File: src/hw/rtl/ucs_pkg.sv
`default_nettype none
package ucs_pkg;

    localparam logic [2:0] COMP_PROTOCOL = 3'd0;
    localparam logic [2:0] COMP_HOST     = 3'd1;
    localparam logic [2:0] COMP_PORT     = 3'd2;
    localparam logic [2:0] COMP_PATH     = 3'd3;
    localparam logic [2:0] COMP_SEARCH   = 3'd4;
    localparam logic [2:0] COMP_HASH     = 3'd5;
    localparam logic [2:0] COMP_END      = 3'd6;

    localparam logic [7:0] CHR_NUL   = 8'h00;
    localparam logic [7:0] CHR_NL    = 8'h0A;
    localparam logic [7:0] CHR_COLON = 8'h3A;
    localparam logic [7:0] CHR_SLASH = 8'h2F;
    localparam logic [7:0] CHR_QUERY = 8'h3F;
    localparam logic [7:0] CHR_HASH  = 8'h23;

    localparam int HTTPS_LEN = 5;
    localparam logic [2:0] HTTPS_LEN_V = 3'd5;
    localparam logic [2:0] PROTO_LEN_MAX = 3'd7;
    localparam logic [1:0] SKIP_AFTER_PROTO = 2'd2;

    localparam logic [7:0] HTTPS_TEXT [HTTPS_LEN] = '{8'h68, 8'h74, 8'h74, 8'h70, 8'h73};

    typedef struct packed {
        logic [2:0] component;
        logic [7:0] out_byte;
        logic       is_https;
        logic       port_given;
    } result_t;

endpackage
`default_nettype wire

File: src/hw/rtl/ucs_in_if.sv
`default_nettype none
interface ucs_in_if;
    logic       valid;
    logic       ready;
    logic [7:0] text_byte;

    modport source (output valid, output text_byte, input ready);
    modport sink (input valid, input text_byte, output ready);
endinterface
`default_nettype wire

File: src/hw/rtl/ucs_out_if.sv
`default_nettype none
interface ucs_out_if;
    logic       valid;
    logic       ready;
    logic [2:0] component;
    logic [7:0] out_byte;
    logic       is_https;
    logic       port_given;

    modport source (output valid, output component, output out_byte, output is_https,
                    output port_given, input ready);
    modport sink (input valid, input component, input out_byte, input is_https,
                  input port_given, output ready);
endinterface
`default_nettype wire

File: src/hw/rtl/url_component_splitter_core.sv
// an accepted byte passes the input register, then the result buffer
// throughput: one byte per cycle while the spare entry is empty; phase update is combinational
// bytes that are skipped or are consumed delimiters give no result
// a two-entry result buffer takes one more result after the output stalls, then holds input
// asynchronous active-low reset empties both stages and returns to the protocol phase
`default_nettype none
module url_component_splitter_core (
    input  wire logic  clk,
    input  wire logic  rst_n,
    ucs_in_if.sink     text,
    ucs_out_if.source  result
);
    import ucs_pkg::*;

    logic       in_vld_reg;
    logic [7:0] in_byte_reg;
    logic       can_push;
    logic       proc_fire;
    logic       emit;
    result_t    step_result;

    assign proc_fire  = in_vld_reg && can_push;
    assign text.ready = !in_vld_reg || proc_fire;

    always_ff @(posedge clk or negedge rst_n)
    begin
        if (!rst_n)
        begin
            in_vld_reg <= 1'b0;
        end
        else if (text.ready)
        begin
            in_vld_reg <= text.valid;
        end
    end

    always_ff @(posedge clk)
    begin
        if (text.valid && text.ready)
        begin
            in_byte_reg <= text.text_byte;
        end
    end

    ucs_tracker u_tracker (
        .clk       (clk),
        .rst_n     (rst_n),
        .fire      (proc_fire),
        .text_byte (in_byte_reg),
        .emit      (emit),
        .result    (step_result)
    );

    ucs_out_stage u_out (
        .clk       (clk),
        .rst_n     (rst_n),
        .push      (proc_fire && emit),
        .push_data (step_result),
        .can_push  (can_push),
        .result    (result)
    );

endmodule
`default_nettype wire

File: src/hw/rtl/ucs_tracker.sv
`default_nettype none
module ucs_tracker (
    input  wire logic            clk,
    input  wire logic            rst_n,
    input  wire logic            fire,
    input  wire logic [7:0]      text_byte,
    output logic                 emit,
    output ucs_pkg::result_t     result
);
    import ucs_pkg::*;

    logic [2:0] phase_reg, phase_next;
    logic [1:0] skip_left_reg, skip_left_next;
    logic [2:0] proto_len_reg, proto_len_next;
    logic       https_match_reg, https_match_next;
    logic       port_seen_reg, port_seen_next;
    logic       term;

    assign term = (text_byte == CHR_NL) || (text_byte == CHR_NUL);

    always_comb
    begin
        phase_next       = phase_reg;
        skip_left_next   = skip_left_reg;
        proto_len_next   = proto_len_reg;
        https_match_next = https_match_reg;
        port_seen_next   = port_seen_reg;
        emit             = 1'b0;
        result           = '0;
        if (term)
        begin
            emit              = 1'b1;
            result.component  = COMP_END;
            result.is_https   = https_match_reg && (proto_len_reg == HTTPS_LEN_V);
            result.port_given = port_seen_reg;
            phase_next        = COMP_PROTOCOL;
            skip_left_next    = 2'd0;
            proto_len_next    = 3'd0;
            https_match_next  = 1'b1;
            port_seen_next    = 1'b0;
        end
        else if (skip_left_reg != 2'd0)
        begin
            skip_left_next = skip_left_reg - 2'd1;
        end
        else
        begin
            result.out_byte = text_byte;
            unique case (phase_reg)
                COMP_PROTOCOL:
                begin
                    if (text_byte == CHR_COLON)
                    begin
                        phase_next     = COMP_HOST;
                        skip_left_next = SKIP_AFTER_PROTO;
                    end
                    else
                    begin
                        if (proto_len_reg >= HTTPS_LEN_V ||
                            HTTPS_TEXT[proto_len_reg] != text_byte)
                            https_match_next = 1'b0;
                        if (proto_len_reg != PROTO_LEN_MAX)
                            proto_len_next = proto_len_reg + 3'd1;
                        emit             = 1'b1;
                        result.component = COMP_PROTOCOL;
                    end
                end
                COMP_HOST:
                begin
                    if (text_byte == CHR_COLON)
                    begin
                        phase_next     = COMP_PORT;
                        port_seen_next = 1'b1;
                    end
                    else if (text_byte == CHR_SLASH)
                        phase_next = COMP_PATH;
                    else if (text_byte == CHR_QUERY)
                        phase_next = COMP_SEARCH;
                    else if (text_byte == CHR_HASH)
                        phase_next = COMP_HASH;
                    else
                    begin
                        emit             = 1'b1;
                        result.component = COMP_HOST;
                    end
                end
                COMP_PORT:
                begin
                    if (text_byte == CHR_SLASH)
                        phase_next = COMP_PATH;
                    else if (text_byte == CHR_QUERY)
                        phase_next = COMP_SEARCH;
                    else if (text_byte == CHR_HASH)
                        phase_next = COMP_HASH;
                    else
                    begin
                        emit             = 1'b1;
                        result.component = COMP_PORT;
                    end
                end
                COMP_PATH:
                begin
                    if (text_byte == CHR_QUERY)
                        phase_next = COMP_SEARCH;
                    else if (text_byte == CHR_HASH)
                        phase_next = COMP_HASH;
                    else
                    begin
                        emit             = 1'b1;
                        result.component = COMP_PATH;
                    end
                end
                COMP_SEARCH:
                begin
                    if (text_byte == CHR_HASH)
                        phase_next = COMP_HASH;
                    else
                    begin
                        emit             = 1'b1;
                        result.component = COMP_SEARCH;
                    end
                end
                default:
                begin
                    emit             = 1'b1;
                    result.component = COMP_HASH;
                end
            endcase
        end
    end

    always_ff @(posedge clk or negedge rst_n)
    begin
        if (!rst_n)
        begin
            phase_reg       <= COMP_PROTOCOL;
            skip_left_reg   <= 2'd0;
            proto_len_reg   <= 3'd0;
            https_match_reg <= 1'b1;
            port_seen_reg   <= 1'b0;
        end
        else if (fire)
        begin
            phase_reg       <= phase_next;
            skip_left_reg   <= skip_left_next;
            proto_len_reg   <= proto_len_next;
            https_match_reg <= https_match_next;
            port_seen_reg   <= port_seen_next;
        end
    end

    // the skip window only opens on the way into the host
    a_skip_in_host: assert property (@(posedge clk) disable iff (!rst_n)
        (skip_left_reg != 2'd0) |-> (phase_reg == COMP_HOST))
        else $error("skip pending outside host phase");

    // a terminator leaves the tracker in its reset state
    a_term_resets: assert property (@(posedge clk) disable iff (!rst_n)
        (fire && term) |=> (phase_reg == COMP_PROTOCOL && proto_len_reg == 3'd0 &&
                            https_match_reg && !port_seen_reg))
        else $error("state not cleared after end record");

    // port flag only set once the host is behind us
    a_port_flag: assert property (@(posedge clk) disable iff (!rst_n)
        port_seen_reg |-> (phase_reg != COMP_PROTOCOL && phase_reg != COMP_HOST))
        else $error("port flag set before port phase");

endmodule
`default_nettype wire

File: src/hw/rtl/ucs_out_stage.sv
`default_nettype none
module ucs_out_stage (
    input  wire logic              clk,
    input  wire logic              rst_n,
    input  wire logic              push,
    input  wire ucs_pkg::result_t  push_data,
    output logic                   can_push,
    ucs_out_if.source              result
);
    import ucs_pkg::*;

    result_t head_reg;
    result_t spare_reg;
    logic    head_vld_reg;
    logic    spare_vld_reg;
    logic    head_free;

    assign can_push  = !spare_vld_reg;
    assign head_free = !head_vld_reg || result.ready;

    assign result.valid      = head_vld_reg;
    assign result.component  = head_reg.component;
    assign result.out_byte   = head_reg.out_byte;
    assign result.is_https   = head_reg.is_https;
    assign result.port_given = head_reg.port_given;

    always_ff @(posedge clk or negedge rst_n)
    begin
        if (!rst_n)
        begin
            head_vld_reg  <= 1'b0;
            spare_vld_reg <= 1'b0;
        end
        else if (head_free)
        begin
            head_vld_reg  <= spare_vld_reg || push;
            spare_vld_reg <= 1'b0;
        end
        else if (push)
        begin
            spare_vld_reg <= 1'b1;
        end
    end

    always_ff @(posedge clk)
    begin
        if (head_free)
        begin
            head_reg <= spare_vld_reg ? spare_reg : push_data;
        end
        else if (push)
        begin
            spare_reg <= push_data;
        end
    end

    a_spare_needs_head: assert property (@(posedge clk) disable iff (!rst_n)
        spare_vld_reg |-> head_vld_reg)
        else $error("spare item held with empty head");

    // spare only fills while the head is stalled
    a_spare_on_stall: assert property (@(posedge clk) disable iff (!rst_n)
        $rose(spare_vld_reg) |-> $past(head_vld_reg && !result.ready && push))
        else $error("spare filled without a stall");

    a_no_overrun: assert property (@(posedge clk) disable iff (!rst_n)
        (spare_vld_reg && !result.ready) |=> spare_vld_reg && $stable(spare_reg))
        else $error("spare item lost under stall");

endmodule
`default_nettype wire
File: src/flat_wrapper.sv
// flat-port wrapper written by rule: the top's interface ports become plain ports
module url_component_splitter_core_flat import ucs_pkg::*;
  (clk, rst_n, text_valid, text_text_byte, text_ready, result_valid, result_component, result_out_byte, result_is_https, result_port_given, result_ready);
  ucs_in_if text_i ();
  ucs_out_if result_i ();
  input  wire logic clk;
  input  wire logic rst_n;
  input wire logic [$bits(text_i.valid)-1:0] text_valid;
  input wire logic [$bits(text_i.text_byte)-1:0] text_text_byte;
  output wire logic [$bits(text_i.ready)-1:0] text_ready;
  output wire logic [$bits(result_i.valid)-1:0] result_valid;
  output wire logic [$bits(result_i.component)-1:0] result_component;
  output wire logic [$bits(result_i.out_byte)-1:0] result_out_byte;
  output wire logic [$bits(result_i.is_https)-1:0] result_is_https;
  output wire logic [$bits(result_i.port_given)-1:0] result_port_given;
  input wire logic [$bits(result_i.ready)-1:0] result_ready;
  assign text_i.valid = text_valid;
  assign text_i.text_byte = text_text_byte;
  assign text_ready = text_i.ready;
  assign result_valid = result_i.valid;
  assign result_component = result_i.component;
  assign result_out_byte = result_i.out_byte;
  assign result_is_https = result_i.is_https;
  assign result_port_given = result_i.port_given;
  assign result_i.ready = result_ready;
  url_component_splitter_core u_core (.clk(clk), .rst_n(rst_n), .text(text_i), .result(result_i));
endmodule
File: config.mk
export PLATFORM = sky130hd
export DESIGN_NAME = url_component_splitter_core_flat
export DESIGN_NICKNAME = d
export VERILOG_FILES = /design/src/hw/rtl/ucs_pkg.sv /design/src/hw/rtl/ucs_in_if.sv /design/src/hw/rtl/ucs_out_if.sv /design/src/hw/rtl/url_component_splitter_core.sv /design/src/hw/rtl/ucs_tracker.sv /design/src/hw/rtl/ucs_out_stage.sv /design/src/flat_wrapper.sv
export SDC_FILE = /design/constraint.sdc
export NUM_CORES = 1
export LEC_CHECK = 0
export BUFFER_PORTS_ARGS = -buffer_cell sky130_fd_sc_hd__buf_2
export CAP_MARGIN = 20
export CORE_MARGIN = 1
export CORE_UTILIZATION = 55
export CTS_CLUSTER_DIAMETER = 100
export CTS_CLUSTER_SIZE = 10
export DETAILED_ROUTE_END_ITERATION = 6
export GPL_TIMING_DRIVEN = 0
export PLACE_DENSITY = 0.76
export SLEW_MARGIN = 20
export SYNTH_ARGS = -nofsm -noshare
export SYNTH_HDL_FRONTEND = slang
export SYNTH_HIERARCHICAL = 1
export SYNTH_SLANG_ARGS = --single-unit
File: constraint.sdc
create_clock -name clk -period 9.13 [get_ports clk]
set_clock_uncertainty 0.2 [all_clocks]
set_input_delay 1.3695 -clock clk [delete_from_list [all_inputs] [get_ports clk]]
set_output_delay 1.3695 -clock clk [all_outputs]
set_load 0.02 [all_outputs]
==> key figures, run 1 <==
Global routing
  • Largest net degree at the start of global routing: 17
  • Overall routing resource usage: 20.6%
  • Initial antenna violation count: 0
  • Overflow left after global routing: 0
  • Vias in the first global route: 1462
  • Global-route wire length before repair: 6760 um

Worst setup path
  • Crit end category: flip-flop
  • Startpoint Class: flip-flop
  • CP arrival: 3060 ps
  • Largest fanout on the critical path: 13
  • Req. time, crit path: 8850 ps
  • Crit path kind: flip-flop to flip-flop

Route
  • Vias/cell: 5.67
  • Routed wire per std cell: 15.3 um
  • Routed wire length: 4250 um
  • # DRC: 0
  • DR iter-0 viols: 95
  • DR pass1 iterations: 4
  • ANT nets after route: 0
  • Routed via count: 1576

Clock network
  • Worst-path clk slew: 80 ps
  • CTS resizes: 0
  • CTS tree: built
  • Root buf cell: clkbuf_8
  • H-tree depth: 2
  • Clock tree buffer depth: 2
  • Clock sinks: 47
  • Num CTS Buffers: 5
  • Post-CTS Setup Bufs: 0
  • Worst-skew pair later-pin latency: 300 ps
  • Hold buffers post-CTS: 0

Final layout
  • Fin util: 66.4%
  • Layout net count: 245
  • Final antenna diode count: 0
  • Area Growth Syn to Fin: 13.6%
  • Max reg flops: 13
  • Share of post-route cells with drive strength above 1: 26.3%

Synthesis
  • Post-Syn Area: 2390 um^2
  • Synth top area share: 42.8%
  • Avg Cell Area, Syn: 12.3 um^2
  • EDFF count, synth: 34
  • Async SR Flop Fraction: 27.7%
  • Compound-gate portion of the synthesized area: 9.91%
  • Cells after synthesis: 194
  • Largest family of logic cells by synthesized area: simple AND/OR/NAND/NOR gates
  • Simple-gate share of the synthesized area: 16.7%
  • Yosys top cell by area: edfxtp_1
  • Syn Nets: 212
  • Top post-synthesis cells by count: edfxtp_1 (34), dfrtp_1 (12), inv_1 (12)
  • Post-synthesis mux area share: 8.91%
  • Ys flop type: edfxtp_1
  • Synth Area in XOR/XNOR: 0.367%
  • Most common cell in the netlist: edfxtp_1
  • Post-synthesis register bit count: 47
  • Synth top area cells: edfxtp_1 (43%), dfrtp_1 (13%), mux2_4 (5.7%), ha_1 (3.1%), mux2_2 (2.8%)
  • Yosys warning count: 6
  • Adder-cell area share of the yosys netlist: 3.14%
  • Yosys cell types: 49
  • Register area share after synthesis: 56.4%

STA
  • Final hold vios: 0
  • Worst slew pin tran: 995 ps
  • Final Cycle Share: 36.6%
  • Post-layout min period: 3340 ps
  • Max frequency: 0.300 GHz
  • Pins Over Slew Limit: 0
  • Setup TNS: 0 ps
  • Worst slew margin: 33.4%
  • Endpoints failing setup: 0
  • RSZ-0062 raised after global routing: no

Power
  • Psw: 0.000219 W
  • Maximum vdd drop: 0.000121 V
  • Combinational share of power: 32.5%
  • P_leak: 1.14 nW
  • Clock share of power: 24.5%
  • Pwr per Cell Area: 264 nW/um^2
  • Sequential Power Share: 43.0%
  • Internal power: 0.000497 W
  • Net Sw Frac: 30.6%

Placed design
  • Number of port buffers: 26
  • HPWL after DPL: 3050 um
  • Final RePlAce weighted congestion: 0.910

Floorplan
  • Initial Utilization: 58.4%
  • Core area: 4090 um^2
  • Die width: 67.9 um
  • Die ar.: 4610 um^2
  • Num ports: 27
  • Row cnt: 23
  • Chip height: 67.9 um

Run
  • Max Cap Violations: 0

Worst hold path
  • Hold crit path type: flip-flop to flip-flop

Status
  • Status: finished, final reports clean
==> worst max-delay path, stage by stage, from the launching register on <==
cell and delay (ps):
edfxtp_1 440, or4_4 570, nor4_2 590, a31o_2 200
and3_1 170, inv_1 40, nor2_1 760
==> cells in the final DEF (no fill, tap or decap), drive strengths merged, types with 6 or more instances in the layout <==
cell and instances:
edfxtp 34, buf 29, mux2 15, clkbuf 13, dfrtp 12, inv 12, o21ai 12, nand2 11
nor2 10, and2 10, and3 7, a21oi 6, ha 6
==> cells by family after synthesis <==
| group | count (synthesis) |
|---|---|
| flops | 47 |
| compound gates | 36 |
| simple gates | 66 |
| buf+inv | 22 |
| fa+ha+maj | 6 |
| mux | 16 |
| xor+xnor | 1 |
==> final timing paths <==
| kind | slack (ps) | start | end | cells past startpoint |
|---|---|---|---|---|
| max | 5790 | u_core/in_byte_reg[5] | u_core/u_out/spare_reg[9] | 6 |
| min | 300 | u_core/u_tracker/port_seen_reg | u_core/u_tracker/port_seen_reg | 1 |
| max reg2reg | 5790 | u_core/in_byte_reg[5] | u_core/u_out/spare_reg[9] | 6 |
| min reg2reg | 300 | u_core/u_tracker/port_seen_reg | u_core/u_tracker/port_seen_reg | 1 |
| max in group asynchronous | 7700 | rst_n | u_core/u_tracker/https_match_reg | 1 |
| min in group asynchronous | 740 | rst_n | u_core/u_tracker/port_seen_reg | 1 |
==> power groups by stage <==
stage / Clock, W / Combinational, W / Sequential, W
5_1_grt: 0.000188 / 0.000255 / 0.000315
3_5_place_dp: 0 / 0.000232 / 0.000313
3_3_place_gp: 0 / 0.000227 / 0.000311
2_1_floorplan: 0 / 0.000141 / 0.000344
6_report: 0.000175 / 0.000233 / 0.000308
4_1_cts: 0.000179 / 0.000234 / 0.000309
==> per-layer routing <==
| layer | part of all wire, % | up-vias | GRT usage (%) |
|---|---|---|---|
| met5 | 0 | - | 0 |
| li1 | - | 783 | - |
| met2 | 48 | 45 | 33.0 |
| met4 | 1.6 | 0 | 7.81 |
| met3 | 4.1 | 8 | 5.50 |
| met1 | 47 | 740 | 26.8 |
==> final cells by class <==
cell class	instances	area, um^2
tap	50	62.6
clock buffer	6	72.6
buffer	10	62.6
timing repair buffer	26	130
sequential	47	1350
clock inverter	2	60.1
fill	322	1370
multi-input combinational	125	932
inverter	12	45.0
==> through the flow <==
step / total power [W] / cells / instance area, um^2 / worst slack, ps / hold WS [ps]
detailed placement: 0.000545 / 270 / 2580 / 5670 / 278
finish: 0.000716 / 278 / 2710 / 5790 / 301
global route: 0.000757 / 278 / 2710 / 5590 / 311
floorplan: 0.000485 / 194 / 2390 / 6120 / 256
global placement: 0.000538 / 270 / 2580 / 5690 / 284
CTS: 0.000721 / 278 / 2710 / 5790 / 298
Power figures use the tool's default switching activity.
==> inputs of run 2 (changes only) <==
- ABC_AREA: not set -> 1
- CORE_UTILIZATION: 55 -> 52
- PLACE_DENSITY: 0.76 -> 0.75
- clock period: 9.13 -> 2.8 ns (I/O delays scaled with it)
==> run 2 against run 1 <==
Against the previous run:
- the run now ends with DRC left
- design area rose by 1.5%
- wire length down 0.80%
- die area grew 8.3%
- fmax up 34%
- sequential power grew to 3.3 times the previous value
- critical path type unchanged
- critical endpoint is now u_core/u_out/spare_reg[5]
- largest power group unchanged
- highest routed layer unchanged
==> key figures, run 2 <==
Global routing
  • Initial antenna violation count: 0 (unchanged)
  • Largest net degree at the start of global routing: 17 (unchanged)
  • Global-route wire length before repair: 7380 um (+9.1%)
  • Vias in the first global route: 1676 (+15%)
  • Overall routing resource usage: 19.1% (-1.6 points)
  • Overflow left after global routing: 0 (unchanged)

Clock network
  • Post-CTS Setup Bufs: 0 (unchanged)
  • Worst-skew pair later-pin latency: 300 ps (about the same)
  • Clock tree buffer depth: 2 (unchanged)
  • Clock sinks: 47 (unchanged)
  • CTS tree: built
  • H-tree depth: 2 (unchanged)
  • Worst-path clk slew: 80 ps (about the same)
  • Num CTS Buffers: 5 (unchanged)
  • Root buf cell: clkbuf_8

Final layout
  • Final antenna diode count: 0 (unchanged)
  • Max reg flops: 13 (unchanged)
  • Fin util: 61.9% (-4.4 points)
  • Most common cell after layout, fill and taps aside: nand2_1
  • Share of post-route cells with drive strength above 1: 17.6% (-8.7 points)
  • Sequential cell area: 1350 um^2 (unchanged)
  • Most frequent cells in the layout: nand2_1 (114), inv_1 (39), edfxtp_1 (34)
  • Area Growth Syn to Fin: 12.3%
  • Final non-filler cell total: 375 (+35%)
  • Footprint of the multi-input gates: 916 um^2 (-1.7%)
  • Filler cells: 402 (+25%)
  • Layout net count: 340 (+39%)

Placed design
  • Post-Place Setup Slack: -63.5 ps (-5730 ps)
  • HPWL after DPL: 3180 um (+4.1%)
  • Placed Cells: 366 (+36%)
  • Number of port buffers: 26 (unchanged)
  • Final RePlAce weighted congestion: 0.986 (+8.3%)

Synthesis
  • Synth top area cells: edfxtp_1 (42%), nand2_1 (17%), dfrtp_1 (12%), inv_1 (6.0%), nor2_1 (3.7%)
  • Synth top area share: 41.7% (-1.1 points)
  • Post-Syn Area: 2450 um^2 (+2.7%)
  • Most common cell in the netlist: nand2_1
  • Cells after synthesis: 288 (+48%)
  • Yosys cell types: 29 (-41%)
  • Post-synthesis register bit count: 47 (unchanged)
  • Yosys top cell by area: edfxtp_1
  • Top post-synthesis cells by count: nand2_1 (114), inv_1 (39), edfxtp_1 (34)
  • Avg Cell Area, Syn: 8.51 um^2 (-31%)
  • Register area share after synthesis: 55.0% (-1.5 points)
  • Syn Nets: 306 (+44%)
  • EDFF count, synth: 34 (unchanged)
  • Async SR Flop Fraction: 27.7% (unchanged)
  • Ys flop type: edfxtp_1
  • Yosys warning count: 6 (unchanged)

Power
  • Clock share of power: 17.6% (-6.9 points)
  • Internal power: 0.00142 W (+190%)
  • Maximum vdd drop: 0.000425 V (+250%)
  • Combinational share of power: 37.4% (+4.9 points)
  • Power consumption: 0.00227 W (+220%)
  • Psw: 0.000855 W (+290%)
  • Sequential Power Share: 45.0% (+2.0 points)
  • Pwr per Cell Area: 825 nW/um^2 (+210%)
  • Net Sw Frac: 37.7% (+7.1 points)
  • P_leak: 1.42 nW (+24%)

Worst hold path
  • Hold crit path type: input pin to flip-flop
  • HP Start: text_text_byte[1]

Worst setup path
  • Crit path kind: flip-flop to flip-flop
  • Biggest cell delay along the critical path: 410 ps (-350 ps)
  • Most used cell, CP: inv_1
  • Worst path top cell family by delay: simple AND/OR/NAND/NOR gates
  • Critical path launch point: u_core/in_byte_reg[4]
  • Worst path cell trace: inv_1, nand2_1, nor2_1, nand2_1, nand3_1, o21ai_0, o21a_1, inv_1, nor2_2, inv_1, nor2_4
  • Largest fanout on the critical path: 13 (unchanged)
  • Crit end category: flip-flop
  • Worst R2R Start: u_core/in_byte_reg[4]
  • WP buf/inv: 3 (+2)
  • Req. time, crit path: 2560 ps (-6290 ps)
  • Startpoint Class: flip-flop
  • CP arrival: 2250 ps (-810 ps)
  • Slowest cell on the critical path: edfxtp_1

Status
  • Failing checks: DRC
  • Status: complete, but fails checks

Route
  • Vias/cell: 4.89 (-14%)
  • ANT nets after route: 0 (unchanged)
  • DR iter-0 viols: 83 (-13%)
  • Routed wire per std cell: 11.2 um (-26%)
  • Routed via count: 1835 (+16%)
  • DR pass1 iterations: 6 (+2)
  • Routed wire length: 4210 um (-0.80%)
  • # DRC: 8 (+8)

Floorplan
  • Initial Utilization: 55.2% (-3.3 points)
  • Core area: 4440 um^2 (+8.8%)
  • Die width: 70.7 um (+4.1%)
  • Die ar.: 4990 um^2 (+8.3%)
  • Row cnt: 24 (+4.3%)
  • Num ports: 27 (unchanged)
  • Chip height: 70.7 um (+4.1%)

STA
  • Final hold vios: 0 (unchanged)
  • Final Cycle Share: 88.9% (+52 points)
  • Endpoints failing setup: 0 (unchanged)
  • Worst slew margin: 48.1% (+15 points)
  • RSZ-0062 raised after global routing: no
  • Post-layout min period: 2490 ps (-850 ps)
  • Max frequency: 0.402 GHz (+34%)
  • Setup ws final: 312 ps (-5480 ps)
  • Worst slew pin tran: 778 ps (-217 ps)
  • Pins Over Slew Limit: 0 (unchanged)

Run
  • Max Cap Violations: 0 (unchanged)
==> run 2: cell count changes after synthesis, sizes merged, moves of 4 or more <==
cell	change
mux2	-15
clkbuf	-6
nor2	+19
and3	-7
and2	-10
nand2b	-4
inv	+31
o21ai	-4
nand2	+111
nand3	+7
==> run 2: worst paths after layout <==
kind | endpoint | slack (ps) | cells after the start
max | u_core/u_out/spare_reg[5] | 310 | 11
min | u_core/in_byte_reg[1] | 90 | 1
max reg2reg | u_core/u_out/spare_reg[5] | 310 | 11
min reg2reg | u_core/u_tracker/https_match_reg | 280 | 2
max in group asynchronous | u_core/u_tracker/https_match_reg | 1780 | 2
min in group asynchronous | u_core/u_tracker/phase_reg[2] | 340 | 2
==> run 2: kinds of logic (layout without fill, tap and decap cells) <==
kind of cell	after synthesis	count (layout)	share of synthesized area (%)
buffers and inverters	47	82	7.96
AOI/OAI and AO/OA	16	16	4.08
DFF	47	47	55.0
xor gates and xnor gates	1	1	0.357
and+or+nand+nor	171	171	29.6
adders and majority gates	6	6	3.06
==> run 2: through the flow <==
| step | cell area, um^2 | hold WS, ps | setup TNS (ps) |
|---|---|---|---|
| floorplan | 2450 | -75.6 | 0 |
| global placement | 2650 | 133 | -969 |
| global route | 2750 | 82.1 | 0 |
| CTS | 2750 | 87.6 | 0 |
| finish | 2750 | 94.7 | 0 |
| detailed placement | 2650 | 135 | -820 |
==> run 2: area by class of cell <==
class                           count  share of cell area (%)
Clock buffer                        5                    2.50
Tap cell                           52                    2.36
Clock inverter                      3                   0.727
Buffer                              4                    1.23
Timing Repair Buffer               27                    5.09
Sequential cell                    47                    49.0
Multi-Input combinational cell    194                    33.3
Inverter                           43                    5.86
==> run 2: power groups by stage <==
stage               sequential (W)  combinational, W  clock, W
floorplan                  0.00114          0.000536         0
global placement           0.00103          0.000821         0
detailed placement         0.00104          0.000841         0
CTS                        0.00102          0.000848  0.000410
global route               0.00104          0.000965  0.000445
finish                     0.00102          0.000848  0.000400
==> run 2: what timing repair did <==
| item | CTS | global route |
|---|---|---|
| hold buffers | 1 | 0 |
| endpoints found under the setup margin | 13 | 13 |
| resized for setup | 1 | 1 |
| hold endpoints to repair | 12 | 0 |
==> run 2: routing by layer <==
metal,vias up,wire length [um],global-route usage [%]
li1,968,-,-
met2,39,2040,32.7
met5,-,0,0
met1,823,1950,24.6
met4,0,61,7.33
met3,5,157,2.99
